[src/rtl/poldeg_pkg.sv]
`timescale 1ns / 1ps
`default_nettype none
package poldeg_pkg;

	localparam int PIX_W            = 16;
	localparam int DEPTH_W          = 5;
	localparam int STATUS_W         = 2;
	localparam int ANGLE_FRAC_BITS  = 14;
	localparam int CORDIC_STEPS     = 24;
	localparam int TABLE_SCALE_BITS = 30;
	localparam int TABLE_DROP       = TABLE_SCALE_BITS - ANGLE_FRAC_BITS;
	localparam int RATIO_W          = PIX_W + 1;
	localparam int SQRT_W           = RATIO_W;
	localparam int SQRT_IN_W        = 2 * SQRT_W - 1;
	localparam int XY_SHIFT         = 8;
	localparam int XY_W             = SQRT_W + XY_SHIFT + 3;
	localparam int ANG_W            = ANGLE_FRAC_BITS + 4;
	localparam int PIPE_LAT         = RATIO_W + SQRT_W + CORDIC_STEPS + 1;

	localparam logic [STATUS_W-1:0] STATUS_OK        = 2'd0;
	localparam logic [STATUS_W-1:0] STATUS_ZERO_SUM  = 2'd1;
	localparam logic [STATUS_W-1:0] STATUS_BAD_DEPTH = 2'd2;

	localparam logic [DEPTH_W-1:0] DEPTH_RESET = 5'd8;

	localparam longint ATAN_TABLE [CORDIC_STEPS] = '{
		1073741824, 633866811, 334917815, 170009512, 85334662, 42708931,
		21359677, 10680490, 5340327, 2670173, 1335088, 667544,
		333772, 166886, 83443, 41722, 20861, 10430,
		5215, 2608, 1304, 652, 326, 163
	};

	typedef struct packed {
		logic [PIX_W-1:0] upper_left_pixel;
		logic [PIX_W-1:0] upper_right_pixel;
		logic [PIX_W-1:0] lower_left_pixel;
		logic [PIX_W-1:0] lower_right_pixel;
	} cell_t;

	typedef struct packed {
		logic [PIX_W-1:0]    polarization_degree;
		logic [STATUS_W-1:0] status;
	} result_t;

	typedef struct packed {
		logic [STATUS_W-1:0] status;
		logic [DEPTH_W-1:0]  depth;
	} info_t;

	function automatic logic signed [ANG_W-1:0] step_angle(input int i);
		longint t;
		t = (ATAN_TABLE[i] + (longint'(1) << (TABLE_DROP - 1))) >>> TABLE_DROP;
		return ANG_W'(t);
	endfunction

	function automatic logic depth_ok(input logic [DEPTH_W-1:0] d);
		return d inside {5'd8, 5'd10, 5'd12, 5'd14, 5'd16};
	endfunction

endpackage
`default_nettype wire

[src/rtl/poldeg_isqrt.sv]
`timescale 1ns / 1ps
`default_nettype none
module poldeg_isqrt (
	input  wire logic                            clk,
	input  wire logic                            adv,
	input  wire logic [poldeg_pkg::SQRT_IN_W-1:0] val,
	output logic      [poldeg_pkg::SQRT_W-1:0]    root
);
	import poldeg_pkg::*;

	logic [SQRT_IN_W-1:0] v_s   [SQRT_W];
	logic [SQRT_IN_W:0]   res_s [SQRT_W];

	for (genvar j = 0; j < SQRT_W; j++) begin : g_step
		localparam logic [SQRT_IN_W:0] BIT = (SQRT_IN_W + 1)'(1) << (2 * (SQRT_W - 1 - j));
		logic [SQRT_IN_W-1:0] v_in;
		logic [SQRT_IN_W:0]   res_in;
		logic [SQRT_IN_W:0]   trial;
		logic                 ge;

		if (j == 0) begin : g_first
			assign v_in   = val;
			assign res_in = '0;
		end else begin : g_next
			assign v_in   = v_s[j-1];
			assign res_in = res_s[j-1];
		end

		assign trial = res_in + BIT;
		assign ge    = {1'b0, v_in} >= trial;

		always_ff @(posedge clk) begin
			if (adv) begin
				v_s[j]   <= ge ? SQRT_IN_W'({1'b0, v_in} - trial) : v_in;
				res_s[j] <= ge ? (res_in >> 1) + BIT : res_in >> 1;
			end
		end
	end

	assign root = res_s[SQRT_W-1][SQRT_W-1:0];

endmodule
`default_nettype wire

[config.mk]
export PLATFORM = sky130hd
export DESIGN_NAME = poldeg_isqrt
export DESIGN_NICKNAME = d
export VERILOG_FILES = /design/src/rtl/poldeg_pkg.sv /design/src/rtl/poldeg_isqrt.sv
export SDC_FILE = /design/constraint.sdc
export NUM_CORES = 1
export LEC_CHECK = 0
export ABC_AREA = 1
export BUFFER_PORTS_ARGS = -buffer_cell sky130_fd_sc_hd__buf_2
export CORE_UTILIZATION = 40
export DETAILED_ROUTE_END_ITERATION = 7
export GPL_TIMING_DRIVEN = 0
export PLACE_DENSITY_LB_ADDON = 0.3
export REMOVE_ABC_BUFFERS = 1
export SYNTH_ARGS = -nofsm -noshare
export SYNTH_HDL_FRONTEND = slang
export SYNTH_SLANG_ARGS = --single-unit
[constraint.sdc]
create_clock -name clk -period 2.55 [get_ports clk]
set_clock_uncertainty 0.1 [all_clocks]
set_input_delay 0.3825 -clock clk [delete_from_list [all_inputs] [get_ports clk]]
set_output_delay 0.3825 -clock clk [all_outputs]
set_load 0.02 [all_outputs]
# ---- Yosys cells after proc, flatten, opt, wreduce, memory -nomap -nowiden
# Memory sizes are Yosys's and may differ from the RTL's.
# Index checks and enable logic that the tools add are counted.
dict set report word_totals {
  ff_bits 0
  latchBits 0
  ram_bits 1139
  mem_bits_ro 0
  input_bits 35
  output_inout_bits 17
  word_cells 104
  memories 2
}
# memory depth width read_ports rd_ports_with_merged_regs write_ports line_no
set mem_list {}
lappend mem_list {res_s 17 34 17 0 17 poldeg_isqrt.sv:12} ;# logic [SQRT_IN_W:0] res_s [SQRT_W];
lappend mem_list {v_s 17 33 16 0 17 poldeg_isqrt.sv:11} ;# logic [SQRT_IN_W-1:0] v_s [SQRT_W];
dict set report classes {
  n_addsub 49
  multipliers 0
  n_div 0
  magnitude_cmp 17
  n_eq_ne 0
  n_shift 0
  muxes 36
  bitwise 0
  reduce_logical 0
}
# op n
set op_table {}
lappend op_table {{two-way mux 33 bit} 18}
lappend op_table {{greater-or-equal comparator 33 x 34 -> 1 bit} 16}
lappend op_table {{two-way mux 34 bit} 16}
lappend op_table {{subtractor 33 bit} 16}
lappend op_table {{adder 33 x 1 -> 34 bit, second input constant} 1}
lappend op_table {{adder 33 x 11 -> 34 bit, second input constant} 1}
lappend op_table {{adder 33 x 13 -> 34 bit, second input constant} 1}
lappend op_table {{adder 33 x 15 -> 34 bit, second input constant} 1}
lappend op_table {{adder 33 x 17 -> 34 bit, second input constant} 1}
lappend op_table {{adder 33 x 19 -> 34 bit, second input constant} 1}
lappend op_table {{adder 33 x 21 -> 34 bit, second input constant} 1}
lappend op_table {{adder 33 x 23 -> 34 bit, second input constant} 1}
lappend op_table {{adder 33 x 25 -> 34 bit, second input constant} 1}
lappend op_table {{adder 33 x 27 -> 34 bit, second input constant} 1}
lappend op_table {{adder 33 x 29 -> 34 bit, second input constant} 1}
lappend op_table {{adder 33 x 3 -> 34 bit, second input constant} 1}
lappend op_table {{adder 33 x 31 -> 34 bit, second input constant} 1}
lappend op_table {{adder 33 x 5 -> 34 bit, second input constant} 1}
lappend op_table {{adder 33 x 7 -> 34 bit, second input constant} 1}
lappend op_table {{adder 33 x 9 -> 34 bit, second input constant} 1}
lappend op_table {{adder 34 x 1 -> 34 bit, second input constant} 1}
lappend op_table {{adder 34 x 11 -> 34 bit, second input constant} 1}
lappend op_table {{adder 34 x 13 -> 34 bit, second input constant} 1}
lappend op_table {{adder 34 x 15 -> 34 bit, second input constant} 1}
lappend op_table {{other kinds (15)} 16}

# ---- Longest topological paths before layout
# An unclocked memory read counts as a cell.
dict set report depth {
  depth_word 4
  mapped_depth 16
  ltp_nobuf 15
}

# ---- Worst setup path after synthesis
# No wires, ideal clock.
dict set report synth_path {
  kind {reg2reg}
  startpoint {mem v_s[0][479] (netlist bit)}
  endpoint {mem v_s[0][507] (netlist bit) (data pin)}
  setup_ps 252
  t_arrival_ps 1784
  t_required_ps 2198
  path_slack_ps 414
  path_stages_with_launch 12
  n_path_buf 2
  cell_sequence {edfxtp_1 -> ha_1 -> a21oi_1 -> nand2_1 -> a21oi_1 -> nand2_1 -> nand2_2 -> nand2_4 -> buf_12 -> buf_12 -> nand2_2 -> nand2_2}
}
# element line_no
set synth_lines {}
lappend synth_lines {{start: declaration} poldeg_isqrt.sv:11}

==> metrics <==
initial antenna violation count 1; residual DRC count 0; clock power share around a third; worst-path cell chain inv_1 > ha_1 > nand2_1 > inv_1 > nand4_1 > nor2_4 > nor2_4 > buf_12 > nand2_8 > inv_16 > nand2_1 > nand2_1; post-synth top area cell edfxtp_1; gpl congestion 0.9078; Crit. End Element flip-flop; VDD IR max 0.7880 mV; via count about 27000; Worst R2R Path Depth 12; std cell rows 110; Max Freq 397.5 MHz; antenna viol nets, final 0; CP peak stage delay 0.40 ns; Synth top cells by count nand2_1 (1273), edfxtp_1 (681), inv_1 (611); CTS tree done; Yosys reg bits between 600 and 700; worst rel slew slack around 37%; switch share 32.07%; final hold violations 0; TritonCTS buffer count 75; global-route wire length before repair 137700 um; worst endpoint data arrival time 2.77 ns; share of cells above drive strength 1 9.537%; Post-layout nets between 4000 and 5000; ant diodes 0; die width ~310 um; Fin Setup TNS 0 ns; non-filler cells, final 5475; CP Buf/Inv Count 4; fin crit share 98.65%; Fin Hold WS 0.1867 ns; power per cell area 813.5 mW/mm^2; Worst setup SP type flip-flop; CTS root buf clkbuf_16; Initial Utilization 40.68%; Pre-antenna DRT Iters 6; Synth top area share 55.51%; Post-Place Cells 5255; Initial DRC Count 1873; CTS sink count 681; dpl hpwl 66160 um; Max-Cap Viols 0; Slowest-stage cell, CP edfxtp_1; Synth Flop Type edfxtp_1; die area between 0.09 and 0.1 mm^2; vias in the first global route 25700; Worst-Skew Late Latency about 0.63 ns; Setup CP Type flip-flop to flip-flop; worst endpoint required time 2.80 ns; final wirelength 89000 um; most used cell, CP nand2_1; Crit path max-delay family simple AND/OR/NAND/NOR gates; Hold Path Stages 1; synth unique cells 47; synth warn 0; P_int between 20000 and 25000 uW; core area 0.09056 mm^2; Syn Inst Count 4054; Max Root-Sink Buffers 3; status completed; EDFF count, synth 681; post-synthesis sequential area ratio 55.51%; largest net degree at the start of global routing approximately 140; mapped cell area 0.03684 mm^2; max-slew violations 0; Flop pwr share 44.5%; Clock Pin Slew Worst Setup and Hold Paths ~0.06 ns; Worst path depth 12; Routed WL per cell 16.26 um; Lkg Pwr ~0.019 uW; area grow syn2layout 15.36%; Die Ht between 300 and 400 um; Setup-failing EPs final 0; vias per cell a little under 5; H-tree depth 3; HP Class input pin to flip-flop; post-layout minimum cycle time 2.516 ns; top-count cell post-synth nand2_1; Synth async-reset ratio 0%; IO Pins 52; Synth area leaders edfxtp_1 (56%), nand2_1 (13%), inv_1 (6.2%); grt ovf 0; Logic pwr share 24.0%; IO Port Bufs 51; switching pwr ~11000 uW; Syn Area/Cell just over 9 um^2; overall routing resource usage 18.85%; worst slew pin tran 0.9494 ns; Worst Path Max Fanout 22
[per-stage QoR]
step / power (uW) / utilization (%) / setup slack [ns] / cell area, um^2
after floorplan: 20800 / - / 0.1192 / 36560
after global placement: 23500 / 42.28 / -9.486 / 38290
after detailed placement: 23350 / 42.44 / -0.6903 / 38440
after CTS: 34510 / 45.94 / 0.003887 / 41610
after global routing: 36560 / 46.93 / -0.02939 / 42500
final: 34570 / 46.93 / 0.03449 / 42500
[routing by layer]
| layer | GRT usage, % | routed length, um |
|---|---|---|
| met3 | 2.815 | 4276 |
| met4 | 5.691 | 2595 |
| met2 | 31.99 | 42680 |
| met1 | 24.82 | 39430 |
| met5 | 0 | 18 |
[cell families after synthesis]
group	after synthesis	synth area share (%)
AOI/OAI and AO/OA	277	4.188
xor gates and xnor gates	117	2.782
adders and majority gates	167	5.692
buffers and inverters	654	7.109
DFF	681	55.51
other	1	0.01018
and+or+nand+nor	2157	24.71
[repair_timing]
item                                   CTS  global route
cloned                                   4             5
endpoints found under the hold margin   33             0
setup buffers                           12            33
gates resized for setup                 53            93
hold buffers                            33             0
pin swaps                               10            20
setup endpoints to repair              165           191
[power by group through the flow]
stage / clock, uW / sequential (uW) / combinational [uW]
after global routing: 11600 / 15500 / 9450
after floorplan: 0 / 15000 / 5790
final: 10900 / 15400 / 8290
after CTS: 11200 / 15300 / 7980
after global placement: 0 / 15800 / 7710
after detailed placement: 0 / 15600 / 7790
[worst register-to-register path, cell delays in order (launching register included)]
cell and delay (ns):
edfxtp_1 0.40, inv_1 0.06, ha_1 0.34, nand2_1 0.12
inv_1 0.14, nand4_1 0.24, nor2_4 0.21, nor2_4 0.05
buf_12 0.14, nand2_8 0.13, inv_16 0.09, nand2_1 0.10
nand2_1 0.12
[path summary, 6_finish.rpt]
kind,from,endpoint,slack [ns]
worst max register to register,res_s[13][7]$_DFFE_PP_,v_s[0][477]$_DFFE_PP_,0.03
worst max-delay path,res_s[13][7]$_DFFE_PP_,v_s[0][477]$_DFFE_PP_,0.03
worst min-delay path,adv,v_s[0][293]$_DFFE_PP_,0.19
worst min register to register,v_s[0][231]$_DFFE_PP_,v_s[0][264]$_DFFE_PP_,0.33
[layout make-up]
cell class | instances | area [um^2]
clock inverter | 45 | 575.6
fill | 8571 | 48060
tap | 1176 | 1471
multi-input combinational | 2728 | 14570
sequential | 681 | 20450
clock buffer | 88 | 1926
timing repair buffer | 134 | 1109
inverter | 623 | 2392
[registers in the layout, summed over array words and instances (netlist names)]
name / flops
res_s: 153
v_s: 528
[placed cells by master, fill, tap and decap left out, drive strengths merged, types with 2 or more instances in the layout]
cell,count
ha,166
a21o,7
and2,5
a211oi,2
xor2,88
nand2b,2
nand4,72
bufinv,8
nor2,411
dlygate4sd3,33
clkinvlp,6
a21oi,158
nand3,247
inv,624
or2,11
nand2,1312
and3,3
nor4,20
buf,101
clkinv,30
o21bai,9
o21a,6
xnor2,29
nand3b,33
edfxtp,681
o21ai,87
a21boi,6
clkbuf,88
nor3,48
Power figures use the tool's default switching activity.
