File: src/rtl/poldeg_pkg.sv
`timescale 1ns / 1ps
`default_nettype none
package poldeg_pkg;

	localparam int PIX_W            = 16;
	localparam int DEPTH_W          = 5;
	localparam int STATUS_W         = 2;
	localparam int ANGLE_FRAC_BITS  = 14;
	localparam int CORDIC_STEPS     = 24;
	localparam int TABLE_SCALE_BITS = 30;
	localparam int TABLE_DROP       = TABLE_SCALE_BITS - ANGLE_FRAC_BITS;
	localparam int RATIO_W          = PIX_W + 1;
	localparam int SQRT_W           = RATIO_W;
	localparam int SQRT_IN_W        = 2 * SQRT_W - 1;
	localparam int XY_SHIFT         = 8;
	localparam int XY_W             = SQRT_W + XY_SHIFT + 3;
	localparam int ANG_W            = ANGLE_FRAC_BITS + 4;
	localparam int PIPE_LAT         = RATIO_W + SQRT_W + CORDIC_STEPS + 1;

	localparam logic [STATUS_W-1:0] STATUS_OK        = 2'd0;
	localparam logic [STATUS_W-1:0] STATUS_ZERO_SUM  = 2'd1;
	localparam logic [STATUS_W-1:0] STATUS_BAD_DEPTH = 2'd2;

	localparam logic [DEPTH_W-1:0] DEPTH_RESET = 5'd8;

	localparam longint ATAN_TABLE [CORDIC_STEPS] = '{
		1073741824, 633866811, 334917815, 170009512, 85334662, 42708931,
		21359677, 10680490, 5340327, 2670173, 1335088, 667544,
		333772, 166886, 83443, 41722, 20861, 10430,
		5215, 2608, 1304, 652, 326, 163
	};

	typedef struct packed {
		logic [PIX_W-1:0] upper_left_pixel;
		logic [PIX_W-1:0] upper_right_pixel;
		logic [PIX_W-1:0] lower_left_pixel;
		logic [PIX_W-1:0] lower_right_pixel;
	} cell_t;

	typedef struct packed {
		logic [PIX_W-1:0]    polarization_degree;
		logic [STATUS_W-1:0] status;
	} result_t;

	typedef struct packed {
		logic [STATUS_W-1:0] status;
		logic [DEPTH_W-1:0]  depth;
	} info_t;

	function automatic logic signed [ANG_W-1:0] step_angle(input int i);
		longint t;
		t = (ATAN_TABLE[i] + (longint'(1) << (TABLE_DROP - 1))) >>> TABLE_DROP;
		return ANG_W'(t);
	endfunction

	function automatic logic depth_ok(input logic [DEPTH_W-1:0] d);
		return d inside {5'd8, 5'd10, 5'd12, 5'd14, 5'd16};
	endfunction

endpackage
`default_nettype wire

File: src/rtl/poldeg_cordic.sv
`timescale 1ns / 1ps
`default_nettype none
module poldeg_cordic (
	input  wire logic                                 clk,
	input  wire logic                                 adv,
	input  wire logic signed [poldeg_pkg::XY_W-1:0]   x_in,
	input  wire logic signed [poldeg_pkg::XY_W-1:0]   y_in,
	output logic      signed [poldeg_pkg::ANG_W-1:0]  angle
);
	import poldeg_pkg::*;

	logic signed [XY_W-1:0]  x_s [CORDIC_STEPS];
	logic signed [XY_W-1:0]  y_s [CORDIC_STEPS];
	logic signed [ANG_W-1:0] z_s [CORDIC_STEPS];

	for (genvar i = 0; i < CORDIC_STEPS; i++) begin : g_step
		localparam logic signed [ANG_W-1:0] STEP = step_angle(i);
		logic signed [XY_W-1:0]  x_c;
		logic signed [XY_W-1:0]  y_c;
		logic signed [ANG_W-1:0] z_c;
		logic signed [XY_W-1:0]  xs;
		logic signed [XY_W-1:0]  ys;

		if (i == 0) begin : g_first
			assign x_c = x_in;
			assign y_c = y_in;
			assign z_c = '0;
		end else begin : g_next
			assign x_c = x_s[i-1];
			assign y_c = y_s[i-1];
			assign z_c = z_s[i-1];
		end

		assign xs = x_c >>> i;
		assign ys = y_c >>> i;

		always_ff @(posedge clk) begin
			if (adv) begin
				if (y_c > 0) begin
					x_s[i] <= x_c + ys;
					y_s[i] <= y_c - xs;
					z_s[i] <= z_c + STEP;
				end else begin
					x_s[i] <= x_c - ys;
					y_s[i] <= y_c + xs;
					z_s[i] <= z_c - STEP;
				end
			end
		end
	end

	assign angle = z_s[CORDIC_STEPS-1];

endmodule
`default_nettype wire

File: config.mk
export PLATFORM = sky130hd
export DESIGN_NAME = poldeg_cordic
export DESIGN_NICKNAME = d
export VERILOG_FILES = /design/src/rtl/poldeg_pkg.sv /design/src/rtl/poldeg_cordic.sv
export SDC_FILE = /design/constraint.sdc
export NUM_CORES = 2
export LEC_CHECK = 0
export BUFFER_PORTS_ARGS = -buffer_cell sky130_fd_sc_hd__buf_2
export CAP_MARGIN = 10
export CORE_AREA = 2 2 560 562
export DETAILED_ROUTE_END_ITERATION = 16
export DIE_AREA = 0 0 562 564
export SYNTH_ARGS = -nofsm -noshare
export SYNTH_HDL_FRONTEND = slang
export SYNTH_SLANG_ARGS = --single-unit
File: constraint.sdc
create_clock -name clk -period 9.8 [get_ports clk]
set_input_delay 0.98 -clock clk [delete_from_list [all_inputs] [get_ports clk]]
set_output_delay 0.98 -clock clk [all_outputs]
set_load 0.01 [all_outputs]
**Yosys cells after proc, flatten, opt, wreduce, memory -nomap -nowiden**

Memory sizes are Yosys's and may differ from the RTL's.
Index checks and enable logic that the tools add are counted.

- Bits in registers: 0
- Input port bits: 58
- Logic and storage cells: 440
- Output and inout bits: 18
- Bits in writable memories: 1776
- Memories kept: 3

Memories:

| memory | depth | bits a word | read ports | clocked after memory_dff | wr ports | line | source |
|---|---|---|---|---|---|---|---|
| x_s | 24 | 28 | 23 | 0 | 24 | poldeg_cordic.sv:12 | `logic signed [XY_W-1:0] x_s [CORDIC_STEPS];` |
| y_s | 24 | 28 | 23 | 0 | 24 | poldeg_cordic.sv:13 | `logic signed [XY_W-1:0] y_s [CORDIC_STEPS];` |
| z_s | 24 | 18 | 24 | 0 | 24 | poldeg_cordic.sv:14 | `logic signed [ANG_W-1:0] z_s [CORDIC_STEPS];` |

- Bitwise logic cells: 72
- Muxes and demuxes: 216
- $lt $le $gt $ge: 24
- Add/sub/neg operators: 125

Operators with widths:

| operator | number |
|---|---|
| 2-to-1 mux 28 bit | 48 |
| greater-than comparator 28 x 1 -> 1 bit (second input constant) | 24 |
| 2-to-1 mux 18 bit | 24 |
| 2-to-1 mux 1 bit | 144 |
| bitwise OR 1 bit | 72 |
| adder 28 x 10 -> 28 bit | 2 |
| adder 28 x 11 -> 28 bit | 2 |
| adder 28 x 12 -> 28 bit | 2 |
| adder 28 x 13 -> 28 bit | 2 |
| adder 28 x 14 -> 28 bit | 2 |
| adder 28 x 15 -> 28 bit | 2 |
| adder 28 x 16 -> 28 bit | 2 |
| adder 28 x 17 -> 28 bit | 2 |
| adder 28 x 18 -> 28 bit | 2 |
| adder 28 x 19 -> 28 bit | 2 |
| adder 28 x 20 -> 28 bit | 2 |
| adder 28 x 21 -> 28 bit | 2 |
| adder 28 x 22 -> 28 bit | 2 |
| adder 28 x 23 -> 28 bit | 2 |
| adder 28 x 24 -> 28 bit | 2 |
| adder 28 x 25 -> 28 bit | 2 |
| adder 28 x 26 -> 28 bit | 2 |
| adder 28 x 27 -> 28 bit | 2 |
| adder 28 x 5 -> 28 bit | 2 |
| other kinds (57) | 87 |

**Logic depth before layout (Yosys ltp)**

An unclocked memory read counts as a cell.

- Depth after elaboration: 6
- Gate-level depth with buffers: 25
- Mapped depth without buffers: 23

**Worst setup path after synthesis**

No wires, ideal clock.

- Kind: reg-to-reg
- Start point: memory y_s[0][6] (netlist name)
- End point: memory x_s[0][54] (netlist name) (data pin)
- Data arrival time: 5.581 ns
- Path buffers: 2
- Slack: 3.962 ns
- Data required time: 9.542 ns
- Stages on the path, launching flop included: 24
- Path through: edfxtp_1 > or4_1 > nor4_1 > nand2b_1 > or2_2 > nor3_1 > nor2_1 > nor2_2 > inv_1 > clkbuf_1 > clkbuf_1 > mux2i_1 > fa_1 > a21o_1 > a21oi_1 > o21bai_1 > a21oi_1 > o211ai_1 > a31o_2 > o41ai_1 > o21ai_0 > a21o_1 > a21oi_1 > xnor2_1

RTL lines:

| what | line |
|---|---|
| start, declared | poldeg_cordic.sv:13 |
| end, declared | poldeg_cordic.sv:12 |

==> metrics.sh <==
DRT_WL_TOTAL_MM=228
DETAILEDPLACE.WORSTSLACK_NS=2.79
GRT_START_MAX_NET_PINS=167
NETLIST.AREA_LEADER.SHARE_PCT=37.8
IO-PIN-COUNT=76
HOLD_VIOLATIONS=0
CRIT_FANOUT=41
DRT-WIRELENGTH-PER-CELL_UM=16.6
FINAL_STANDARD_CELL_AREA_WITHOUT_FILLERS_UM2=103000
SYNTHESIS.YOSYS.WARNINGS=0
FP.DIEH_UM=564
DESIGN.DIE.AREA_UM2=317000
NUM-FILL-CELLS=31900
CRIT_PATH_END='x_s[0][139]'
DRT-PASS1-ITER-COUNT=6
CLOCK_SINK_COUNT=1169
DIE_WIDTH_UM=562
SYNTH-SEQ-AREA-SHARE_PCT=37.8
LEADING_REGISTER_CELL_TYPE_OUT_OF_SYNTHESIS='sky130_fd_sc_hd__edfxtp_1'
REG2REG_FROM='y_s[0][96]'
FMAXACHIEVABLE_MHz=141
WORST_SETUP_PATH_START_KIND='flop'
SETUP_VIOL_COUNT_FINAL=0
VIA_COUNT=69200
SHARE_OF_POST_ROUTE_CELLS_WITH_DRIVE_STRENGTH_ABOVE_1_PCT=4.67
REG2REG_DEPTH=21
MAXCAPVIOLATIONS=0
CLOCK_TREE.BUFFER_DEPTH=4
GP_CONGESTION=0.880
WORST_SETUP_HOLD_PATH_CLK_SLEW_NS=0.06
PORT_BUFFERS=74
FINAL.PERIOD_UTILIZATION_PCT=72.2
CTS_HOLD_REPAIR.BUFFERS=0
POSTSYNTHAREAPERCELL_UM2=9.84
CTS-RESIZED-GATES=0
WORSTSETUPSTARTPOINT='y_s[0][96]'
UNREPAIRED_SETUP_ENDPOINTS_AFTER_GLOBAL_ROUTING='no'
TIMING_WORST_SETUP_PATH_TYPE='reg2reg'
POST_SYN_INSTANCES=9433
SYNTH-EDFF-COUNT=1169
PEAK_PER_STAGE_DELAY_ON_THE_CRITICAL_PATH_NS=0.82
PATH_CELLS='or4_1 > or3_1 > nor4_1 > nand3_1 > nor2_1 > o21ai_2 > buf_4 > inv_1 > nor2_1 > xnor2_1 > ha_1 > o21ai_0 > a21boi_0 > o21ai_0 > o31a_1 > a21oi_1 > a41o_1 > or4_1 > a31o_2 > o41ai_1 > xnor2_1'
CLOCK_INSERTION_DELAY_WORST_SKEW_NS=0.82
NETLIST.TOP_CELL.BY_AREA='sky130_fd_sc_hd__edfxtp_1'
GRT_OVERFLOW=0
DRC=0
REPORT.FINAL.SLEW_VIOL_COUNT=0
WORST_EP_REQUIRED_TIME_NS=10.29
PLACED_CELL_AREA_UM2=98200
STATUS='finished, final reports clean'
SYNTH_CELL_TYPE_COUNT=86
YS_ASYNC_SR_FRACTION_PCT=0
CTS_TREE='built'
ANTENNA_VIOLATING_NETS_POST_ROUTE=0
SETUP-TNS-FINAL_NS=0
WORSTHOLDPATHTYPE='reg2reg'
SYNTH_NETS=10600
FIN_WORST_SKEW_NS=0.0819
PLACEMENTROWS=205
AREA_GROWTH_FROM_SYNTHESIS_TO_LAYOUT_PCT=10.7
GRT_UTIL_ALL_LAYERS_PCT=14.0
ROOT_BUFFER='sky130_fd_sc_hd__clkbuf_16'
WORST_SETUP_PATH_END_KIND='flop'
TIMING.HOLD.WORST_PATH_DEPTH=0
NUMCTSBUFFERS=144
NETLIST_AREA_UM2=92800
INITIAL_CORE_UTILIZATION_PCT=29.9
ARRIVAL_TIME_OF_DATA_AT_THE_CRITICAL_PATH_ENDPOINT_NS=7.56
FP.COREAREA_UM2=311000
CAPTURE_INSTANCE_OF_THE_WORST_REGISTER_TO_REGISTER_PATH='x_s[0][139]'
MASTER_OF_THE_SLOWEST_INSTANCE_ON_THE_CRITICAL_PATH='sky130_fd_sc_hd__inv_1'
POSTCTSSETUPREPAIRBUFS=0
FINALCRITICALPERIOD_NS=7.07
DRT_ITER0_MARKERS=4360
GRT_PASS1_WL_MM=362
LAYOUT.NETS=10700
RATIO_OF_ROUTED_VIAS_TO_STANDARD_CELLS=5.02
PLACE.DETAILED.INSTANCES=13500
SYNTH_AREA_LEADERS='sky130_fd_sc_hd__edfxtp_1 38%, sky130_fd_sc_hd__ha_1 14%, sky130_fd_sc_hd__xnor2_1 8.6%'
SETUP.REG_TO_REG.WORST_SLACK_NS=2.73
SLEW_HEADROOM_PCT=15.7
DP_HPWL_MM=180
NUMBER_OF_SYNTHESIZED_REGISTER_BITS=1169
HTREE_LEVELS=4
NUMBER_OF_GLOBAL_ROUTE_VIAS_BEFORE_REPAIR=66200
ANTENNA_FOUND_INITIAL=5
WORST_PIN_SLEW_NS=1.25
FINAL_CELLS=13800
FIN_WS_NS=2.73
==> flip-flops by register name, indices dropped and copies added, names as in the netlist <==
signal and flops:
x_s 377, y_s 420, z_s 372
==> per-stage QoR <==
stage	hold slack, ns	utilization, %
final	0.349	33.1
after global routing	0.357	33.1
after CTS	0.348	33.1
after detailed placement	0.405	31.6
after global placement	0.400	31.6
after floorplan	0.400	-
==> placed cells by master (no fill, tap or decap), types with 33 or more instances in the layout <==
cell / netlist / final
sky130_fd_sc_hd__or3_1: 87 / 87
sky130_fd_sc_hd__nand4_1: 52 / 52
sky130_fd_sc_hd__or4_1: 64 / 64
sky130_fd_sc_hd__xor2_1: 472 / 472
sky130_fd_sc_hd__a211oi_1: 59 / 59
sky130_fd_sc_hd__and3_1: 67 / 67
sky130_fd_sc_hd__xnor2_1: 908 / 908
sky130_fd_sc_hd__a21oi_1: 817 / 816
sky130_fd_sc_hd__nand2b_1: 102 / 101
sky130_fd_sc_hd__mux2i_1: 51 / 51
sky130_fd_sc_hd__ha_1: 1052 / 1052
sky130_fd_sc_hd__o41ai_1: 84 / 84
sky130_fd_sc_hd__or2_2: 50 / 50
sky130_fd_sc_hd__nand3_1: 184 / 184
sky130_fd_sc_hd__inv_1: 464 / 464
sky130_fd_sc_hd__nor2b_1: 125 / 125
sky130_fd_sc_hd__edfxtp_1: 1169 / 1169
sky130_fd_sc_hd__nand2_1: 544 / 544
sky130_fd_sc_hd__a21o_1: 317 / 317
sky130_fd_sc_hd__o21a_1: 132 / 132
sky130_fd_sc_hd__o21bai_1: 159 / 159
sky130_fd_sc_hd__buf_2: 5 / 73
sky130_fd_sc_hd__nor4_1: 82 / 82
sky130_fd_sc_hd__buf_4: 1 / 47
sky130_fd_sc_hd__o21ai_0: 562 / 561
sky130_fd_sc_hd__o31ai_1: 132 / 132
sky130_fd_sc_hd__o211ai_1: 35 / 35
sky130_fd_sc_hd__a31oi_1: 70 / 70
sky130_fd_sc_hd__o2111ai_1: 35 / 35
sky130_fd_sc_hd__and2_1: 39 / 39
sky130_fd_sc_hd__nor3_1: 234 / 234
sky130_fd_sc_hd__clkbuf_16: 0 / 147
sky130_fd_sc_hd__fa_1: 43 / 43
sky130_fd_sc_hd__a21boi_0: 33 / 33
sky130_fd_sc_hd__nor2_1: 722 / 722
==> routing by layer <==
layer  GRT usage, %  routed length [um]
met5              0                   0
met4           4.50                7400
met3           1.48                7780
met2           24.9              112000
met1           17.6              101000
==> Yosys cell counts (all sizes together), types with 16 or more instances <==
library cell,n
nor2b,125
o211ai,35
edfxtp,1169
o2111ai,35
xor2,472
a21o,317
nor3,235
mux2i,51
nor2,724
o21a,132
a211oi,59
a31oi,70
and2,39
a41oi,20
fa,43
xnor2,908
or2,50
o21bai,159
and3,67
nand3,184
o31a,23
clkbuf,160
nand2,545
o31ai,132
ha,1052
or3,87
nand2b,102
a31o,23
nand4,52
inv,464
a21boi,33
buf,19
o21ai,574
and4,16
nor4,82
or4,67
a21oi,817
o41ai,84
==> cell type report <==
cell class	count	area, um^2	share of cell area [%]
inverter	470	1760	1.72
clock inverter	78	852	0.829
timing repair buffer	125	818	0.796
antenna	5	12.5	0.0122
multi-input combinational	7615	55300	53.8
tap	4140	5180	5.04
sequential	1169	35100	34.1
clock buffer	170	3760	3.66
==> critical path, delay by kind of cell, from the launching register on <==
kind / cells / cell delay [ns]
fa+ha+maj: 1 / 0.31
flops: 1 / 0.49
xor+xnor: 2 / 0.31
simple gates: 7 / 2.41
compound gates: 9 / 2.07
buf+inv: 2 / 1.12
==> kinds of logic after synthesis <==
kind of cell,synth area share (%)
and+or+nand+nor,12.7
buffers and inverters,2.66
AOI/OAI and AO/OA,18.1
muxes,0.651
DFF,37.8
adders and majority gates,15.1
xor gates and xnor gates,13.0
other,0.00404
==> worst min-delay path by stage <==
stage | startpoint | to | slack, ns
2_1_floorplan | z_s[1][19] | z_s[1][37] | 0.40
3_3_place_gp | z_s[2][23] | z_s[2][41] | 0.40
3_5_place_dp | z_s[2][93] | z_s[2][111] | 0.40
4_1_cts | z_s[2][68] | z_s[2][86] | 0.35
5_1_grt | z_s[2][68] | z_s[2][86] | 0.36
6_report | z_s[2][68] | z_s[2][86] | 0.35
Power is not shown: default switching activity piles up to over one toggle a cycle in this logic, so the estimate is an artifact.
