[src/rtl/poldeg_pkg.sv]
`timescale 1ns / 1ps
`default_nettype none
package poldeg_pkg;

	localparam int PIX_W            = 16;
	localparam int DEPTH_W          = 5;
	localparam int STATUS_W         = 2;
	localparam int ANGLE_FRAC_BITS  = 14;
	localparam int CORDIC_STEPS     = 24;
	localparam int TABLE_SCALE_BITS = 30;
	localparam int TABLE_DROP       = TABLE_SCALE_BITS - ANGLE_FRAC_BITS;
	localparam int RATIO_W          = PIX_W + 1;
	localparam int SQRT_W           = RATIO_W;
	localparam int SQRT_IN_W        = 2 * SQRT_W - 1;
	localparam int XY_SHIFT         = 8;
	localparam int XY_W             = SQRT_W + XY_SHIFT + 3;
	localparam int ANG_W            = ANGLE_FRAC_BITS + 4;
	localparam int PIPE_LAT         = RATIO_W + SQRT_W + CORDIC_STEPS + 1;

	localparam logic [STATUS_W-1:0] STATUS_OK        = 2'd0;
	localparam logic [STATUS_W-1:0] STATUS_ZERO_SUM  = 2'd1;
	localparam logic [STATUS_W-1:0] STATUS_BAD_DEPTH = 2'd2;

	localparam logic [DEPTH_W-1:0] DEPTH_RESET = 5'd8;

	localparam longint ATAN_TABLE [CORDIC_STEPS] = '{
		1073741824, 633866811, 334917815, 170009512, 85334662, 42708931,
		21359677, 10680490, 5340327, 2670173, 1335088, 667544,
		333772, 166886, 83443, 41722, 20861, 10430,
		5215, 2608, 1304, 652, 326, 163
	};

	typedef struct packed {
		logic [PIX_W-1:0] upper_left_pixel;
		logic [PIX_W-1:0] upper_right_pixel;
		logic [PIX_W-1:0] lower_left_pixel;
		logic [PIX_W-1:0] lower_right_pixel;
	} cell_t;

	typedef struct packed {
		logic [PIX_W-1:0]    polarization_degree;
		logic [STATUS_W-1:0] status;
	} result_t;

	typedef struct packed {
		logic [STATUS_W-1:0] status;
		logic [DEPTH_W-1:0]  depth;
	} info_t;

	function automatic logic signed [ANG_W-1:0] step_angle(input int i);
		longint t;
		t = (ATAN_TABLE[i] + (longint'(1) << (TABLE_DROP - 1))) >>> TABLE_DROP;
		return ANG_W'(t);
	endfunction

	function automatic logic depth_ok(input logic [DEPTH_W-1:0] d);
		return d inside {5'd8, 5'd10, 5'd12, 5'd14, 5'd16};
	endfunction

endpackage
`default_nettype wire

[src/rtl/poldeg_div.sv]
`timescale 1ns / 1ps
`default_nettype none
module poldeg_div (
	input  wire logic                          clk,
	input  wire logic                          adv,
	input  wire logic [poldeg_pkg::PIX_W-1:0]   num,
	input  wire logic [poldeg_pkg::RATIO_W-1:0] den,
	output logic      [poldeg_pkg::RATIO_W-1:0] ratio
);
	import poldeg_pkg::*;

	logic [RATIO_W:0]   rem_s [RATIO_W];
	logic [RATIO_W-1:0] quo_s [RATIO_W];
	logic [RATIO_W-1:0] den_s [RATIO_W];

	for (genvar k = 0; k < RATIO_W; k++) begin : g_step
		logic [RATIO_W:0]   rem_in;
		logic [RATIO_W-1:0] den_in;
		logic [RATIO_W-1:0] quo_in;
		logic               ge;

		if (k == 0) begin : g_first
			assign rem_in = (RATIO_W + 1)'(num);
			assign den_in = den;
			assign quo_in = '0;
		end else begin : g_next
			assign rem_in = {rem_s[k-1][RATIO_W-1:0], 1'b0};
			assign den_in = den_s[k-1];
			assign quo_in = quo_s[k-1];
		end

		assign ge = rem_in >= {1'b0, den_in};

		always_ff @(posedge clk) begin
			if (adv) begin
				rem_s[k] <= ge ? rem_in - {1'b0, den_in} : rem_in;
				quo_s[k] <= quo_in | (RATIO_W'(ge) << (RATIO_W - 1 - k));
				den_s[k] <= den_in;
			end
		end
	end

	assign ratio = quo_s[RATIO_W-1];

endmodule
`default_nettype wire

[config.mk]
export PLATFORM = sky130hd
export DESIGN_NAME = poldeg_div
export DESIGN_NICKNAME = d
export VERILOG_FILES = /design/src/rtl/poldeg_pkg.sv /design/src/rtl/poldeg_div.sv
export SDC_FILE = /design/constraint.sdc
export NUM_CORES = 1
export LEC_CHECK = 0
export BUFFER_PORTS_ARGS = -buffer_cell sky130_fd_sc_hd__buf_4
export CORE_AREA = 5 5 262 264
export CTS_CLUSTER_SIZE = 25
export DETAILED_ROUTE_END_ITERATION = 7
export DIE_AREA = 0 0 267 269
export GPL_TIMING_DRIVEN = 1
export MAX_ROUTING_LAYER = met4
export PLACE_DENSITY = 0.77
export SYNTH_ARGS = -nofsm -noshare
export SYNTH_HDL_FRONTEND = slang
export SYNTH_SLANG_ARGS = --single-unit
[constraint.sdc]
create_clock -name clk -period 3.1 [get_ports clk]
set_clock_uncertainty 0.15 [all_clocks]
set_input_delay 0.31 -clock clk [delete_from_list [all_inputs] [get_ports clk]]
set_output_delay 0.31 -clock clk [all_outputs]
set_load 0.02 [all_outputs]
Word-level counts from Yosys, hierarchy flattened
Memory sizes are Yosys's and may differ from the RTL's.
Cells that the tools add are included.
W data, S select, Z words.
{"block": "op_classes", "n_addsub": 17, "magnitude_cmp": 17, "mux": 19, "bitwise": 16}
{"operator": "$mux W18", "n": 17}
{"operator": "$ge A18 B17 Y1", "n": 16}
{"operator": "$sub A18 B17 Y18", "n": 16}
{"operator": "$sub A16 B17 Y18", "n": 1}
{"operator": "$ge A16 B17 Y1", "n": 1}
{"operator": "$or A17 B1 Y17", "n": 1}
{"operator": "$or A17 B10 Y17", "n": 1}
{"operator": "$or A17 B11 Y17", "n": 1}
{"operator": "$or A17 B12 Y17", "n": 1}
{"operator": "$or A17 B13 Y17", "n": 1}
{"operator": "$or A17 B14 Y17", "n": 1}
{"operator": "$or A17 B15 Y17", "n": 1}
{"operator": "$or A17 B16 Y17", "n": 1}
{"operator": "$or A17 B2 Y17", "n": 1}
{"operator": "$or A17 B3 Y17", "n": 1}
{"operator": "$or A17 B4 Y17", "n": 1}
{"operator": "$or A17 B5 Y17", "n": 1}
{"operator": "$or A17 B6 Y17", "n": 1}
{"operator": "$or A17 B7 Y17", "n": 1}
{"operator": "$or A17 B8 Y17", "n": 1}
{"operator": "$or A17 B9 Y17", "n": 1}
{"operator": "$mux W1", "n": 2}
{"block": "word_totals", "regBits": 0, "in_bits": 35, "ram_bits": 884, "elab_cells": 72, "n_memories": 3}
{"name": "rem_s", "depth": 17, "width": 18, "read_ports": 16, "rd_ports_with_merged_regs": 0, "wr": 17, "line_no": "poldeg_div.sv:12", "text": "logic [RATIO_W:0] rem_s [RATIO_W];"}
{"name": "den_s", "depth": 17, "width": 17, "read_ports": 16, "rd_ports_with_merged_regs": 0, "wr": 17, "line_no": "poldeg_div.sv:14", "text": "logic [RATIO_W-1:0] den_s [RATIO_W];"}
{"name": "quo_s", "depth": 17, "width": 17, "read_ports": 17, "rd_ports_with_merged_regs": 0, "wr": 17, "line_no": "poldeg_div.sv:13", "text": "logic [RATIO_W-1:0] quo_s [RATIO_W];"}

Logic depth before layout (Yosys ltp)
Gate-level depths: netlist (run 1).
An unclocked memory read counts as a cell.
{"block": "logic_depth", "depth_word": 3, "mapped_depth": 12, "mapped_depth_nobuf": 11}

Least setup slack after synthesis (run 1)
No wires, ideal clock.
{"block": "synth_path", "path_type": "flip-flop to flip-flop", "from": "memory rem_s[0][184] (netlist name)", "to": "memory rem_s[0][208] (netlist name) (data pin)", "period_less_slack_ns": 3.187, "setup_slack_ns": -0.087, "t_arrival_ns": 2.777, "setup_time_ns": 0.260, "required_time_ns": 2.690, "path_stages_with_launch": 11, "path_cell_list": "edfxtp_1 -> ha_1 -> or4_1 -> o21ai_0 -> a211oi_1 -> o21a_1 -> a311oi_2 -> o21bai_2 -> a41oi_4 -> buf_6 -> mux2_4"}
{"item": "start, declared", "line_no": "poldeg_div.sv:12"}

==> results of run 1 <==
[synth_stat cells (12+ instances only)]
cell type  number  area [sq um]
o21bai_1       16         120.1
a21oi_1       193         965.9
nor4_1         12         75.07
o21ai_0       178         890.9
o31a_1         13         113.9
ha_1          287          3591
o21a_1         70         525.5
and3_1         13         81.33
nor3_1         30         150.1
a211oi_1       28         210.2
nor2b_1        52         325.3
nand4_1        46         287.8
o211ai_1       20         150.1
nor2_1        169         634.4
xor2_1         85         744.5
a21o_1         88         660.6
mux2_2        142          1599
nand2b_1       33         206.5
and2_1         17         106.4
edfxtp_1      697         20930
a2111oi_0      17         148.9
inv_1         347          1303
nand3_1        22         110.1
nand2_1       164         615.6
a31oi_1        16         100.1
xnor2_1       106         928.4
clkbuf_1       35         131.4
fa_1           16         320.3
mux2_4         13         195.2
o31ai_1        28         210.2
mux2i_1        13         130.1
[state kept, by name, indices dropped and copies added, names as in the netlist]
register	flops
den_s	272
rem_s	272
quo_s	153
[worst min-delay path by stage]
stage / startpoint / endpoint / slack (ps) / depth (start not counted)
after floorplan: quo_s[0][83] / quo_s[0][100] / 250 / 0
after global placement: quo_s[0][32] / quo_s[0][49] / 250 / 0
after detailed placement: quo_s[0][96] / quo_s[0][113] / 250 / 0
after CTS: adv / rem_s[0][19] / 40 / 1
after global routing: adv / rem_s[0][19] / 50 / 1
final: adv / rem_s[0][19] / 30 / 1
[logic make-up after synthesis]
family	synth area share
fa+ha+maj	0.1033
buf+inv	0.04067
compound gates	0.1278
xor+xnor	0.04420
flops	0.5530
simple gates	0.08007
mux	0.05085
[power by group through the flow]
stage | clock network [mW] | logic [mW] | registers [mW]
final | 9.37 | 22.0 | 15.2
after global routing | 9.99 | 23.9 | 15.4
after CTS | 9.56 | 20.2 | 15.1
after detailed placement | 0 | 19.5 | 15.3
after global placement | 0 | 18.9 | 15.3
after floorplan | 0 | 14.2 | 14.7
[layer usage]
metal  GRT usage  up-vias
li1            -    12210
met1      0.2975    12330
met2      0.3784      680
met3     0.03577      150
met4     0.05966        0
met5           -        -
[timing repair]
| action | CTS | global route |
|---|---|---|
| gates resized for setup | 39 | 121 |
| cloned | 2 | 6 |
| endpoints found under the hold margin | 33 | 0 |
| setup endpoints to repair | 59 | 226 |
| hold buffers | 34 | 0 |
| pin swaps | 6 | 34 |
| buffers inserted | 12 | 38 |
[placed cells by master (no fill, tap or decap), drive strengths merged, types with 13 or more instances in the layout]
cell,synthesis,layout
o21bai,17,17
o31a,13,13
mux2,155,155
xor2,85,85
clkinv,0,36
a21oi,194,194
xnor2,106,106
nand2,164,164
o31ai,29,29
mux2i,13,13
fa,16,16
nor2,169,169
nor2b,52,52
nand3,22,22
clkbuf,35,92
inv,348,354
o21ai,188,188
edfxtp,697,697
nor3,30,30
nand4,46,46
a2111oi,17,17
dlygate4sd3,0,34
a31oi,17,17
buf,17,268
a211oi,28,28
o211ai,20,20
and3,13,13
and2,17,17
ha,287,287
nand2b,33,33
o21a,70,70
a21o,88,88
[layout make-up]
class	instances	area (sq um)
flip-flops and latches	697	20930
clock inverters	57	664.4
well taps	873	1092
clock buffers	85	1936
inverters	348	1306
multi-input cells	2021	16020
diodes	1	2.502
repair buffers	309	2872
fillers	4687	21510
==> flow_results.xml, run 1 <==
<?xml version="1.0" encoding="UTF-8"?>
<metrics>
  <group name="outcome">
    <metric name="status" unit="">finished with violations</metric>
    <metric name="violated_checks" unit="">setup timing</metric>
  </group>
  <group name="routing">
    <metric name="drt-vias-per-instance" unit="">5.777</metric>
    <metric name="met3RoutedLength" unit="um">4484</metric>
    <metric name="firstDrtPassIters" unit="">5</metric>
    <metric name="drt_iter0_markers" unit="">2072</metric>
    <metric name="met2_wirelength" unit="um">40380</metric>
    <metric name="wl_met1" unit="um">35850</metric>
    <metric name="remaining_drc_errors" unit="">0</metric>
    <metric name="routed-via-count" unit="">25370</metric>
    <metric name="final_antenna_net_count" unit="">0</metric>
    <metric name="drt-total-wl" unit="um">82720</metric>
    <metric name="drt-wirelength-per-cell" unit="um">18.84</metric>
    <metric name="topRoutingLayerUsed" unit="">met4</metric>
  </group>
  <group name="grt">
    <metric name="largest_net_degree_at_the_start_of_global_routing" unit="">94</metric>
    <metric name="first_global_vias" unit="">25370</metric>
    <metric name="groute.usage.overall" unit="">0.2280</metric>
    <metric name="global_route.overflow_total" unit="">0</metric>
    <metric name="grt_pass1_wl" unit="um">129500</metric>
    <metric name="antenna_found_initial" unit="">1</metric>
  </group>
  <group name="clock_network">
    <metric name="cts_root_buffer" unit="">clkbuf_16</metric>
    <metric name="clock_sink_count" unit="">697</metric>
    <metric name="cts_max_level" unit="">3</metric>
    <metric name="clk_path_buf_depth" unit="">3</metric>
    <metric name="clk_latency" unit="ps">620</metric>
    <metric name="cts-buffers-inserted" unit="">76</metric>
    <metric name="worst_setup_hold_path_clk_slew" unit="ps">60</metric>
    <metric name="tritoncts_clock_tree" unit="">built</metric>
  </group>
  <group name="sta">
    <metric name="max_freq" unit="GHz">0.3205</metric>
    <metric name="final-hold-violation-count" unit="">0</metric>
    <metric name="final-max-slew-violation-count" unit="">0</metric>
    <metric name="grt_setup_unrepaired" unit="">yes</metric>
    <metric name="hold_slack" unit="ps">29.32</metric>
    <metric name="worst_case_setup_margin_in_the_final_layout" unit="ps">-19.67</metric>
    <metric name="max_slew_margin" unit="">0.5410</metric>
    <metric name="fin_setup_tns" unit="ps">-206.1</metric>
    <metric name="tightest_slew" unit="ps">688.5</metric>
    <metric name="final_min_period_over_clock_period" unit="">1.006</metric>
    <metric name="finalWorstPathRequiredPeriod" unit="ps">3120</metric>
    <metric name="setup_viol" unit="">18</metric>
  </group>
  <group name="final_layout">
    <metric name="fin_util" unit="">0.6758</metric>
    <metric name="area_delta_synth_final" unit="%">18.43</metric>
    <metric name="layout.cell_area.non_filler" unit="sq mm">0.04482</metric>
    <metric name="layout.nets" unit="">3791</metric>
    <metric name="finish.cell_count_without_fillers" unit="">4391</metric>
    <metric name="drive_above_1_share" unit="">0.1891</metric>
  </group>
  <group name="floorplan">
    <metric name="fp.coreArea" unit="sq mm">0.06633</metric>
    <metric name="initial_utilization" unit="">0.5706</metric>
    <metric name="die-height" unit="um">269</metric>
    <metric name="fp.dieArea" unit="sq mm">0.07182</metric>
    <metric name="die_x" unit="um">267</metric>
    <metric name="rows" unit="">95</metric>
    <metric name="number_of_placed_i_o_pins" unit="">52</metric>
  </group>
  <group name="synth">
    <metric name="synth_seq_area_share" unit="">0.5530</metric>
    <metric name="synth-async-reset-ratio" unit="">0</metric>
    <metric name="synth_enable_flop_cells" unit="">697</metric>
    <metric name="synthDistinctLibCells" unit="">79</metric>
    <metric name="syn_nets" unit="">3456</metric>
    <metric name="flip_flop_and_latch_count_after_synthesis" unit="">697</metric>
    <metric name="cell_area_after_technology_mapping" unit="sq mm">0.03785</metric>
    <metric name="syn_area_per_cell" unit="sq um">12.14</metric>
    <metric name="post_synth_inst_count" unit="">3118</metric>
    <metric name="ys.flop_type" unit="">edfxtp_1</metric>
    <metric name="ys_warn_count" unit="">0</metric>
  </group>
  <group name="critical_path">
    <metric name="reg2reg_slack" unit="ps">-20</metric>
    <metric name="startpoint" unit="">rem_s[0][181]</metric>
    <metric name="critPathBufInv" unit="">2</metric>
    <metric name="worstPathCellList" unit="">ha_4, nor2b_2, o211ai_1, a211oi_2, o21a_1, a311oi_2, o21bai_2, a41oi_4, buf_12, buf_16, mux2_4</metric>
    <metric name="crit-reg2reg-launch" unit="">rem_s[0][181]</metric>
    <metric name="critPathMaxStageDelay" unit="ps">450</metric>
    <metric name="endpoint_class_of_the_critical_path" unit="">register</metric>
    <metric name="endpoint" unit="">rem_s[0][211]</metric>
    <metric name="timing.critical_path.arrival" unit="ps">3330</metric>
    <metric name="worst-setup-path-type" unit="">register to register</metric>
    <metric name="critical_path_required" unit="ps">3310</metric>
    <metric name="ff2ff_path_depth" unit="">11</metric>
    <metric name="worstPathMaxFanout" unit="">8</metric>
    <metric name="critical_path_cell_count" unit="">11</metric>
    <metric name="crit_slowest_cell" unit="">edfxtp_1</metric>
    <metric name="crit_path_start_kind" unit="">register</metric>
    <metric name="critical_path.reg2reg.endpoint" unit="">rem_s[0][211]</metric>
    <metric name="cpLargestDelayFamily" unit="">compound AO/OA/AOI/OAI gates</metric>
  </group>
  <group name="power_and_ir_drop">
    <metric name="switching_power" unit="mW">16.13</metric>
    <metric name="power.internal" unit="mW">30.42</metric>
    <metric name="clock_power_share" unit="">0.201</metric>
    <metric name="fin_total_pwr" unit="mW">46.54</metric>
    <metric name="pwr-share-comb" unit="">0.473</metric>
    <metric name="irDropWorstVdd" unit="uV">481.2</metric>
    <metric name="power_switching_share" unit="">0.3465</metric>
    <metric name="leakagePower" unit="nW">18.49</metric>
    <metric name="power.density" unit="mW/mm^2">1038</metric>
    <metric name="pwr-share-seq" unit="">0.326</metric>
  </group>
  <group name="hold_path">
    <metric name="hold_path.class" unit="">primary input to register</metric>
  </group>
  <group name="placement">
    <metric name="post-place-ws" unit="ps">-185.5</metric>
    <metric name="instance_area_at_placement" unit="sq mm">0.04064</metric>
    <metric name="dp_cells" unit="">4157</metric>
    <metric name="dp.final_hpwl" unit="um">59230</metric>
    <metric name="io_buffer_count" unit="">51</metric>
    <metric name="gp_routability_congestion" unit="">0.9367</metric>
  </group>
  <group name="job">
    <metric name="max_capacitance_violation_total" unit="">0</metric>
  </group>
</metrics>
(Power assumes the default switching activity.)
==> run 2: changes to the inputs <==
--- a/config.mk
+++ b/config.mk
@@ -6,13 +6,13 @@
 export NUM_CORES = 1
 export LEC_CHECK = 0
 export BUFFER_PORTS_ARGS = -buffer_cell sky130_fd_sc_hd__buf_4
-export CORE_AREA = 5 5 262 264
+export CORE_AREA = 5 5 258 260
 export CTS_CLUSTER_SIZE = 25
 export DETAILED_ROUTE_END_ITERATION = 7
-export DIE_AREA = 0 0 267 269
+export DIE_AREA = 0 0 263 265
 export GPL_TIMING_DRIVEN = 1
 export MAX_ROUTING_LAYER = met4
-export PLACE_DENSITY = 0.77
+export PLACE_DENSITY = 0.76
 export SYNTH_ARGS = -nofsm -noshare
 export SYNTH_HDL_FRONTEND = slang
 export SYNTH_SLANG_ARGS = --single-unit
==> constraint.sdc (replaced) <==
create_clock -name clk -period 3.85 [get_ports clk]
set_clock_uncertainty 0.15 [all_clocks]
set_input_delay 0.385 -clock clk [delete_from_list [all_inputs] [get_ports clk]]
set_output_delay 0.385 -clock clk [all_outputs]
set_load 0.02 [all_outputs]
==> flow_results.xml, run 2 (synthesis results as in run 1) <==
<?xml version="1.0" encoding="UTF-8"?>
<metrics>
  <group name="routing">
    <metric name="final_antenna_net_count" unit="">0</metric>
    <metric name="drt-total-wl" unit="um">76690</metric>
    <metric name="drt-vias-per-instance" unit="">5.844</metric>
    <metric name="drt_iter0_markers" unit="">2038</metric>
    <metric name="firstDrtPassIters" unit="">6</metric>
    <metric name="routed-via-count" unit="">24510</metric>
    <metric name="remaining_drc_errors" unit="">0</metric>
    <metric name="drt-wirelength-per-cell" unit="um">18.28</metric>
  </group>
  <group name="sta">
    <metric name="final-max-slew-violation-count" unit="">0</metric>
    <metric name="finalWorstPathRequiredPeriod" unit="ps">3617</metric>
    <metric name="final-hold-violation-count" unit="">0</metric>
    <metric name="final_min_period_over_clock_period" unit="">0.9394</metric>
    <metric name="setup_viol" unit="">0</metric>
    <metric name="grt_setup_unrepaired" unit="">no</metric>
    <metric name="tightest_slew" unit="ps">1081</metric>
    <metric name="worst_case_setup_margin_in_the_final_layout" unit="ps">233.2</metric>
    <metric name="fin_setup_tns" unit="ps">0</metric>
    <metric name="max_slew_margin" unit="">0.2717</metric>
    <metric name="max_freq" unit="GHz">0.2765</metric>
  </group>
  <group name="final_layout">
    <metric name="layout.nets" unit="">3616</metric>
    <metric name="multiInputGateArea" unit="sq mm">0.01539</metric>
    <metric name="finish.cell_count_without_fillers" unit="">4194</metric>
    <metric name="largest_registers_ranked_by_flip_flop_count" unit="">den_s x272, rem_s x272, quo_s x153</metric>
    <metric name="fill_cells" unit="">4581</metric>
    <metric name="fin_util" unit="">0.6629</metric>
    <metric name="drive_above_1_share" unit="">0.1189</metric>
    <metric name="area_delta_synth_final" unit="%">11.90</metric>
    <metric name="area.sequential" unit="sq mm">0.02093</metric>
    <metric name="most-common-layout-cells" unit="">edfxtp_1, inv_1, ha_1</metric>
    <metric name="most_common_library_cell_in_the_layout_ignoring_fill_and_taps" unit="">edfxtp_1</metric>
    <metric name="number_of_diodes" unit="">0</metric>
  </group>
  <group name="hold_path">
    <metric name="hold_depth" unit="">3</metric>
    <metric name="hold_path.class" unit="">primary input to register</metric>
  </group>
  <group name="clock_network">
    <metric name="worst_setup_hold_path_clk_slew" unit="ps">60</metric>
    <metric name="cts-buffers-inserted" unit="">75</metric>
    <metric name="cts_max_level" unit="">3</metric>
    <metric name="clock_sink_count" unit="">697</metric>
    <metric name="cts_root_buffer" unit="">clkbuf_16</metric>
    <metric name="tritoncts_clock_tree" unit="">built</metric>
    <metric name="clk_latency" unit="ps">640</metric>
    <metric name="clk_path_buf_depth" unit="">3</metric>
  </group>
  <group name="critical_path">
    <metric name="endpoint_class_of_the_critical_path" unit="">register</metric>
    <metric name="crit_slowest_cell" unit="">nor4b_1</metric>
    <metric name="worstPathMaxFanout" unit="">18</metric>
    <metric name="crit_path_start_kind" unit="">register</metric>
    <metric name="worst-setup-path-type" unit="">register to register</metric>
    <metric name="ff2ff_path_depth" unit="">10</metric>
    <metric name="reg2reg_slack" unit="ps">230</metric>
    <metric name="worstPathCellList" unit="">ha_1, a21oi_1, nor4b_1, a211oi_1, o21a_1, a311oi_2, o21bai_2, a41oi_4, buf_4, mux2_2</metric>
    <metric name="critical_path_required" unit="ps">4060</metric>
    <metric name="critPathMaxStageDelay" unit="ps">500</metric>
    <metric name="timing.critical_path.arrival" unit="ps">3830</metric>
  </group>
  <group name="grt">
    <metric name="global_route.overflow_total" unit="">0</metric>
    <metric name="antenna_found_initial" unit="">0</metric>
    <metric name="grt_pass1_wl" unit="um">124600</metric>
    <metric name="groute.usage.overall" unit="">0.2231</metric>
    <metric name="first_global_vias" unit="">24440</metric>
    <metric name="largest_net_degree_at_the_start_of_global_routing" unit="">97</metric>
  </group>
  <group name="power_and_ir_drop">
    <metric name="power.density" unit="mW/mm^2">804.9</metric>
    <metric name="irDropWorstVdd" unit="uV">490.2</metric>
    <metric name="leakagePower" unit="nW">17.23</metric>
  </group>
  <group name="placement">
    <metric name="dp.final_hpwl" unit="um">56030</metric>
    <metric name="gp_routability_congestion" unit="">0.9500</metric>
    <metric name="dp_cells" unit="">4024</metric>
    <metric name="post-place-ws" unit="ps">324.9</metric>
    <metric name="io_buffer_count" unit="">51</metric>
  </group>
  <group name="job">
    <metric name="max_capacitance_violation_total" unit="">0</metric>
  </group>
  <group name="floorplan">
    <metric name="die_x" unit="um">263</metric>
    <metric name="rows" unit="">93</metric>
    <metric name="die-height" unit="um">265</metric>
    <metric name="fp.coreArea" unit="sq mm">0.06388</metric>
    <metric name="fp.dieArea" unit="sq mm">0.06970</metric>
    <metric name="number_of_placed_i_o_pins" unit="">52</metric>
    <metric name="initial_utilization" unit="">0.5924</metric>
  </group>
  <group name="outcome">
    <metric name="status" unit="">finished, final reports clean</metric>
  </group>
</metrics>
run 2: cell types whose count changed in the layout (fill, tap and decap cells not counted), sizes merged:
cell         previous run  this run
dlygate4sd3            34        32
inv                   354       350
clkinv                 36        37
bufinv                 12         4
buf                   268       103
diode                   1         0
run 2: report_power, final:
group / internal [mW] / switching, mW
registers: 11.1 / 1.03
logic: 7.02 / 7.95
clock network: 3.93 / 3.02
total: 22.1 / 12.0
run 2: area by class of cell:
| type | count | area share |
|---|---|---|
| sequential | 697 | 0.4943 |
| clock inverter | 46 | 0.01140 |
| tap | 855 | 0.02526 |
| multi-input combinational | 2021 | 0.3635 |
| clock buffer | 92 | 0.04583 |
| timing repair buffer | 135 | 0.02896 |
| inverter | 348 | 0.03085 |
run 2: path summary, 6_finish.rpt:
| path | from | to |
|---|---|---|
| setup reg to reg | rem_s[0][183] | rem_s[0][207] |
| setup / recovery | rem_s[0][183] | rem_s[0][207] |
| hold reg to reg | quo_s[0][99] | quo_s[0][116] |
| hold / removal | num[14] | rem_s[0][14] |
run 2: worst max-delay path, delay by kind of cell, from the launching register on:
family | cells | cell delay, ps
DFF | 1 | 410
adders and majority gates | 1 | 390
buffers and inverters | 1 | 310
and+or+nand+nor | 1 | 500
AOI/OAI and AO/OA | 6 | 1200
muxes | 1 | 380
run 2: timing repair:
| item | CTS | global route |
|---|---|---|
| endpoints found under the setup margin | 0 | 1 |
| setup buffers | 0 | 0 |
| resized for setup | 0 | 1 |
| hold buffers | 32 | 0 |
| hold endpoints to repair | 32 | 0 |
run 2: metal layers:
layer  up-vias  part of all wire  GRT usage
li1      11840                 -          -
met1     11840              0.44     0.2970
met5         -                 0          -
met2       648              0.48     0.3587
met3       179             0.049    0.03462
met4         0             0.031    0.07015
run 2: per-stage QoR:
stage | cell area (sq um) | hold WS, ps | power [mW]
global placement | 39600 | 250.7 | 26.43
floorplan | 37850 | 250.3 | 23.27
global route | 42350 | 51.51 | 36.31
CTS | 42350 | 11.17 | 34.15
finish | 42350 | 57.13 | 34.09
detailed placement | 39600 | 254.5 | 26.96
==> run 3: changes to the inputs <==
--- a/config.mk
+++ b/config.mk
@@ -7,6 +7,7 @@
 export LEC_CHECK = 0
 export BUFFER_PORTS_ARGS = -buffer_cell sky130_fd_sc_hd__buf_4
 export CORE_AREA = 5 5 258 260
+export CTS_BUF_LIST = sky130_fd_sc_hd__clkbuf_8
 export CTS_CLUSTER_SIZE = 25
 export DETAILED_ROUTE_END_ITERATION = 7
 export DIE_AREA = 0 0 263 265
==> flow_results.xml, run 3 (synthesis results as in run 1) <==
<?xml version="1.0" encoding="UTF-8"?>
<metrics>
  <group name="outcome">
    <metric name="status" unit="">finished, final reports clean</metric>
  </group>
  <group name="final_layout">
    <metric name="fill_cells" unit="">4680</metric>
    <metric name="most-common-layout-cells" unit="">edfxtp_1, inv_1, ha_1</metric>
    <metric name="layout.nets" unit="">3656</metric>
    <metric name="most_common_library_cell_in_the_layout_ignoring_fill_and_taps" unit="">edfxtp_1</metric>
    <metric name="largest_registers_ranked_by_flip_flop_count" unit="">den_s x272, rem_s x272, quo_s x153</metric>
    <metric name="drive_above_1_share" unit="">0.1313</metric>
    <metric name="area_delta_synth_final" unit="%">11.12</metric>
  </group>
  <group name="placement">
    <metric name="post-place-ws" unit="ps">324.9</metric>
    <metric name="io_buffer_count" unit="">51</metric>
    <metric name="dp.final_hpwl" unit="um">56030</metric>
    <metric name="gp_routability_congestion" unit="">0.9500</metric>
  </group>
  <group name="clock_network">
    <metric name="clk_latency" unit="ps">730</metric>
    <metric name="cts-buffers-inserted" unit="">114</metric>
    <metric name="cts_root_buffer" unit="">clkbuf_8</metric>
    <metric name="tritoncts_clock_tree" unit="">built</metric>
    <metric name="clk_path_buf_depth" unit="">3</metric>
    <metric name="worst_setup_hold_path_clk_slew" unit="ps">60</metric>
    <metric name="postCtsSetupBuffers" unit="">0</metric>
    <metric name="clock_sink_count" unit="">697</metric>
    <metric name="cts_max_level" unit="">3</metric>
  </group>
  <group name="sta">
    <metric name="grt_setup_unrepaired" unit="">no</metric>
    <metric name="final-max-slew-violation-count" unit="">0</metric>
    <metric name="worst_case_setup_margin_in_the_final_layout" unit="ps">313.9</metric>
    <metric name="final-hold-violation-count" unit="">0</metric>
    <metric name="tightest_slew" unit="ps">1096</metric>
    <metric name="setup_viol" unit="">0</metric>
    <metric name="final_min_period_over_clock_period" unit="">0.9185</metric>
    <metric name="max_slew_margin" unit="">0.2618</metric>
    <metric name="finalWorstPathRequiredPeriod" unit="ps">3536</metric>
    <metric name="fin_setup_tns" unit="ps">0</metric>
    <metric name="max_freq" unit="GHz">0.2828</metric>
  </group>
  <group name="power_and_ir_drop">
    <metric name="clock_power_share" unit="">0.180</metric>
    <metric name="power.internal" unit="mW">21.12</metric>
    <metric name="pwr-share-seq" unit="">0.368</metric>
    <metric name="leakagePower" unit="nW">17.31</metric>
    <metric name="power.density" unit="mW/mm^2">786.7</metric>
    <metric name="power_switching_share" unit="">0.3616</metric>
    <metric name="pwr-share-comb" unit="">0.452</metric>
    <metric name="switching_power" unit="mW">11.96</metric>
    <metric name="irDropWorstVdd" unit="uV">456.0</metric>
  </group>
  <group name="floorplan">
    <metric name="die_x" unit="um">263</metric>
    <metric name="die-height" unit="um">265</metric>
    <metric name="rows" unit="">93</metric>
    <metric name="fp.coreArea" unit="sq mm">0.06388</metric>
    <metric name="fp.dieArea" unit="sq mm">0.06970</metric>
    <metric name="initial_utilization" unit="">0.5924</metric>
    <metric name="number_of_placed_i_o_pins" unit="">52</metric>
  </group>
  <group name="critical_path">
    <metric name="crit_path_start_kind" unit="">register</metric>
    <metric name="crit-reg2reg-launch" unit="">rem_s[0][183]</metric>
    <metric name="worst-setup-path-type" unit="">register to register</metric>
    <metric name="endpoint_class_of_the_critical_path" unit="">register</metric>
    <metric name="startpoint" unit="">rem_s[0][183]</metric>
    <metric name="worstPathMaxFanout" unit="">18</metric>
    <metric name="timing.critical_path.arrival" unit="ps">3860</metric>
    <metric name="critical_path_required" unit="ps">4170</metric>
  </group>
  <group name="routing">
    <metric name="drt_iter0_markers" unit="">2129</metric>
    <metric name="drt-total-wl" unit="um">76400</metric>
    <metric name="final_antenna_net_count" unit="">0</metric>
    <metric name="firstDrtPassIters" unit="">6</metric>
    <metric name="routed-via-count" unit="">24640</metric>
    <metric name="drt-vias-per-instance" unit="">5.773</metric>
    <metric name="remaining_drc_errors" unit="">0</metric>
    <metric name="drt-wirelength-per-cell" unit="um">17.90</metric>
  </group>
  <group name="grt">
    <metric name="antenna_found_initial" unit="">1</metric>
    <metric name="largest_net_degree_at_the_start_of_global_routing" unit="">97</metric>
    <metric name="global_route.overflow_total" unit="">0</metric>
    <metric name="first_global_vias" unit="">24810</metric>
    <metric name="grt_pass1_wl" unit="um">124000</metric>
    <metric name="groute.usage.overall" unit="">0.2217</metric>
  </group>
  <group name="hold_path">
    <metric name="worstHoldStart" unit="">adv</metric>
    <metric name="hold_path.class" unit="">primary input to register</metric>
  </group>
  <group name="job">
    <metric name="max_capacitance_violation_total" unit="">0</metric>
  </group>
</metrics>
run 3: cell count changes in the layout (fill, tap and decap cells not counted), moves of 3 or more:
cell        change
clkinv_1        +6
clkbuf_16      -75
inv_12          +4
clkinv_16       -6
clkinv_2       +18
clkbuf_8      +114
clkinvlp_4      -3
inv_1          +33
clkbuf_1       -17
run 3: final cells by class:
type / instances / area (sq um) / area share
antenna: 1 / 2.502 / 0.00005950
multi-input combinational: 2021 / 15390 / 0.3660
timing repair buffer: 136 / 1236 / 0.02940
clock inverter: 97 / 549.3 / 0.01306
inverter: 348 / 1306 / 0.03106
clock buffer: 114 / 1569 / 0.03731
tap: 855 / 1070 / 0.02544
sequential: 697 / 20930 / 0.4977
run 3: worst max-delay path, cell delays in order (launching register included):
cell	delay, ps
edfxtp_1	410
ha_1	390
a21oi_1	210
nor4b_1	470
a211oi_1	180
o21a_1	230
a311oi_2	230
o21bai_2	130
a41oi_4	220
buf_4	310
mux2_2	380
run 3: worst paths after layout:
kind	depth (start not counted)	slack, ps	endpoint
worst max register to register	10	310	rem_s[0][207]
worst min-delay path	1	90	den_s[0][121]
worst max-delay path	10	310	rem_s[0][207]
worst min register to register	0	260	quo_s[1][73]
run 3: power groups by stage:
| stage | Clock (mW) | Sequential [mW] | Combinational [mW] |
|---|---|---|---|
| 6_report | 5.97 | 12.2 | 15.0 |
| 2_1_floorplan | 0 | 11.8 | 11.4 |
| 3_3_place_gp | 0 | 12.3 | 14.2 |
| 3_5_place_dp | 0 | 12.3 | 14.7 |
| 5_1_grt | 6.52 | 12.3 | 16.5 |
| 4_1_cts | 6.13 | 12.2 | 14.8 |
run 3: per-layer routing:
layer / track usage / part of all wire / wire, um / vias to the layer above
li1: - / - / - / 11940
met1: 0.2910 / 0.44 / 33890 / 11830
met2: 0.3528 / 0.47 / 35950 / 657
met3: 0.03740 / 0.049 / 3755 / 210
met4: 0.08182 / 0.037 / 2803 / 0
met5: - / 0 / 0 / -
run 3: repair_timing:
item,in CTS,in global routing
gates resized for setup,0,1
endpoints found under the setup margin,0,1
hold buffers,33,0
endpoints found under the hold margin,33,0
run 3: metrics by stage:
step / utilization / hold slack (ps) / cells / power, mW / instance area, sq um
6_report: 0.6583 / 89.79 / 4269 / 33.08 / 42050
5_1_grt: 0.6583 / 95.05 / 4269 / 35.33 / 42050
2_1_floorplan: - / 250.3 / 3118 / 23.27 / 37850
3_3_place_gp: 0.6199 / 250.7 / 4024 / 26.43 / 39600
3_5_place_dp: 0.6199 / 254.5 / 4024 / 26.96 / 39600
4_1_cts: 0.6583 / 83.07 / 4268 / 33.12 / 42050
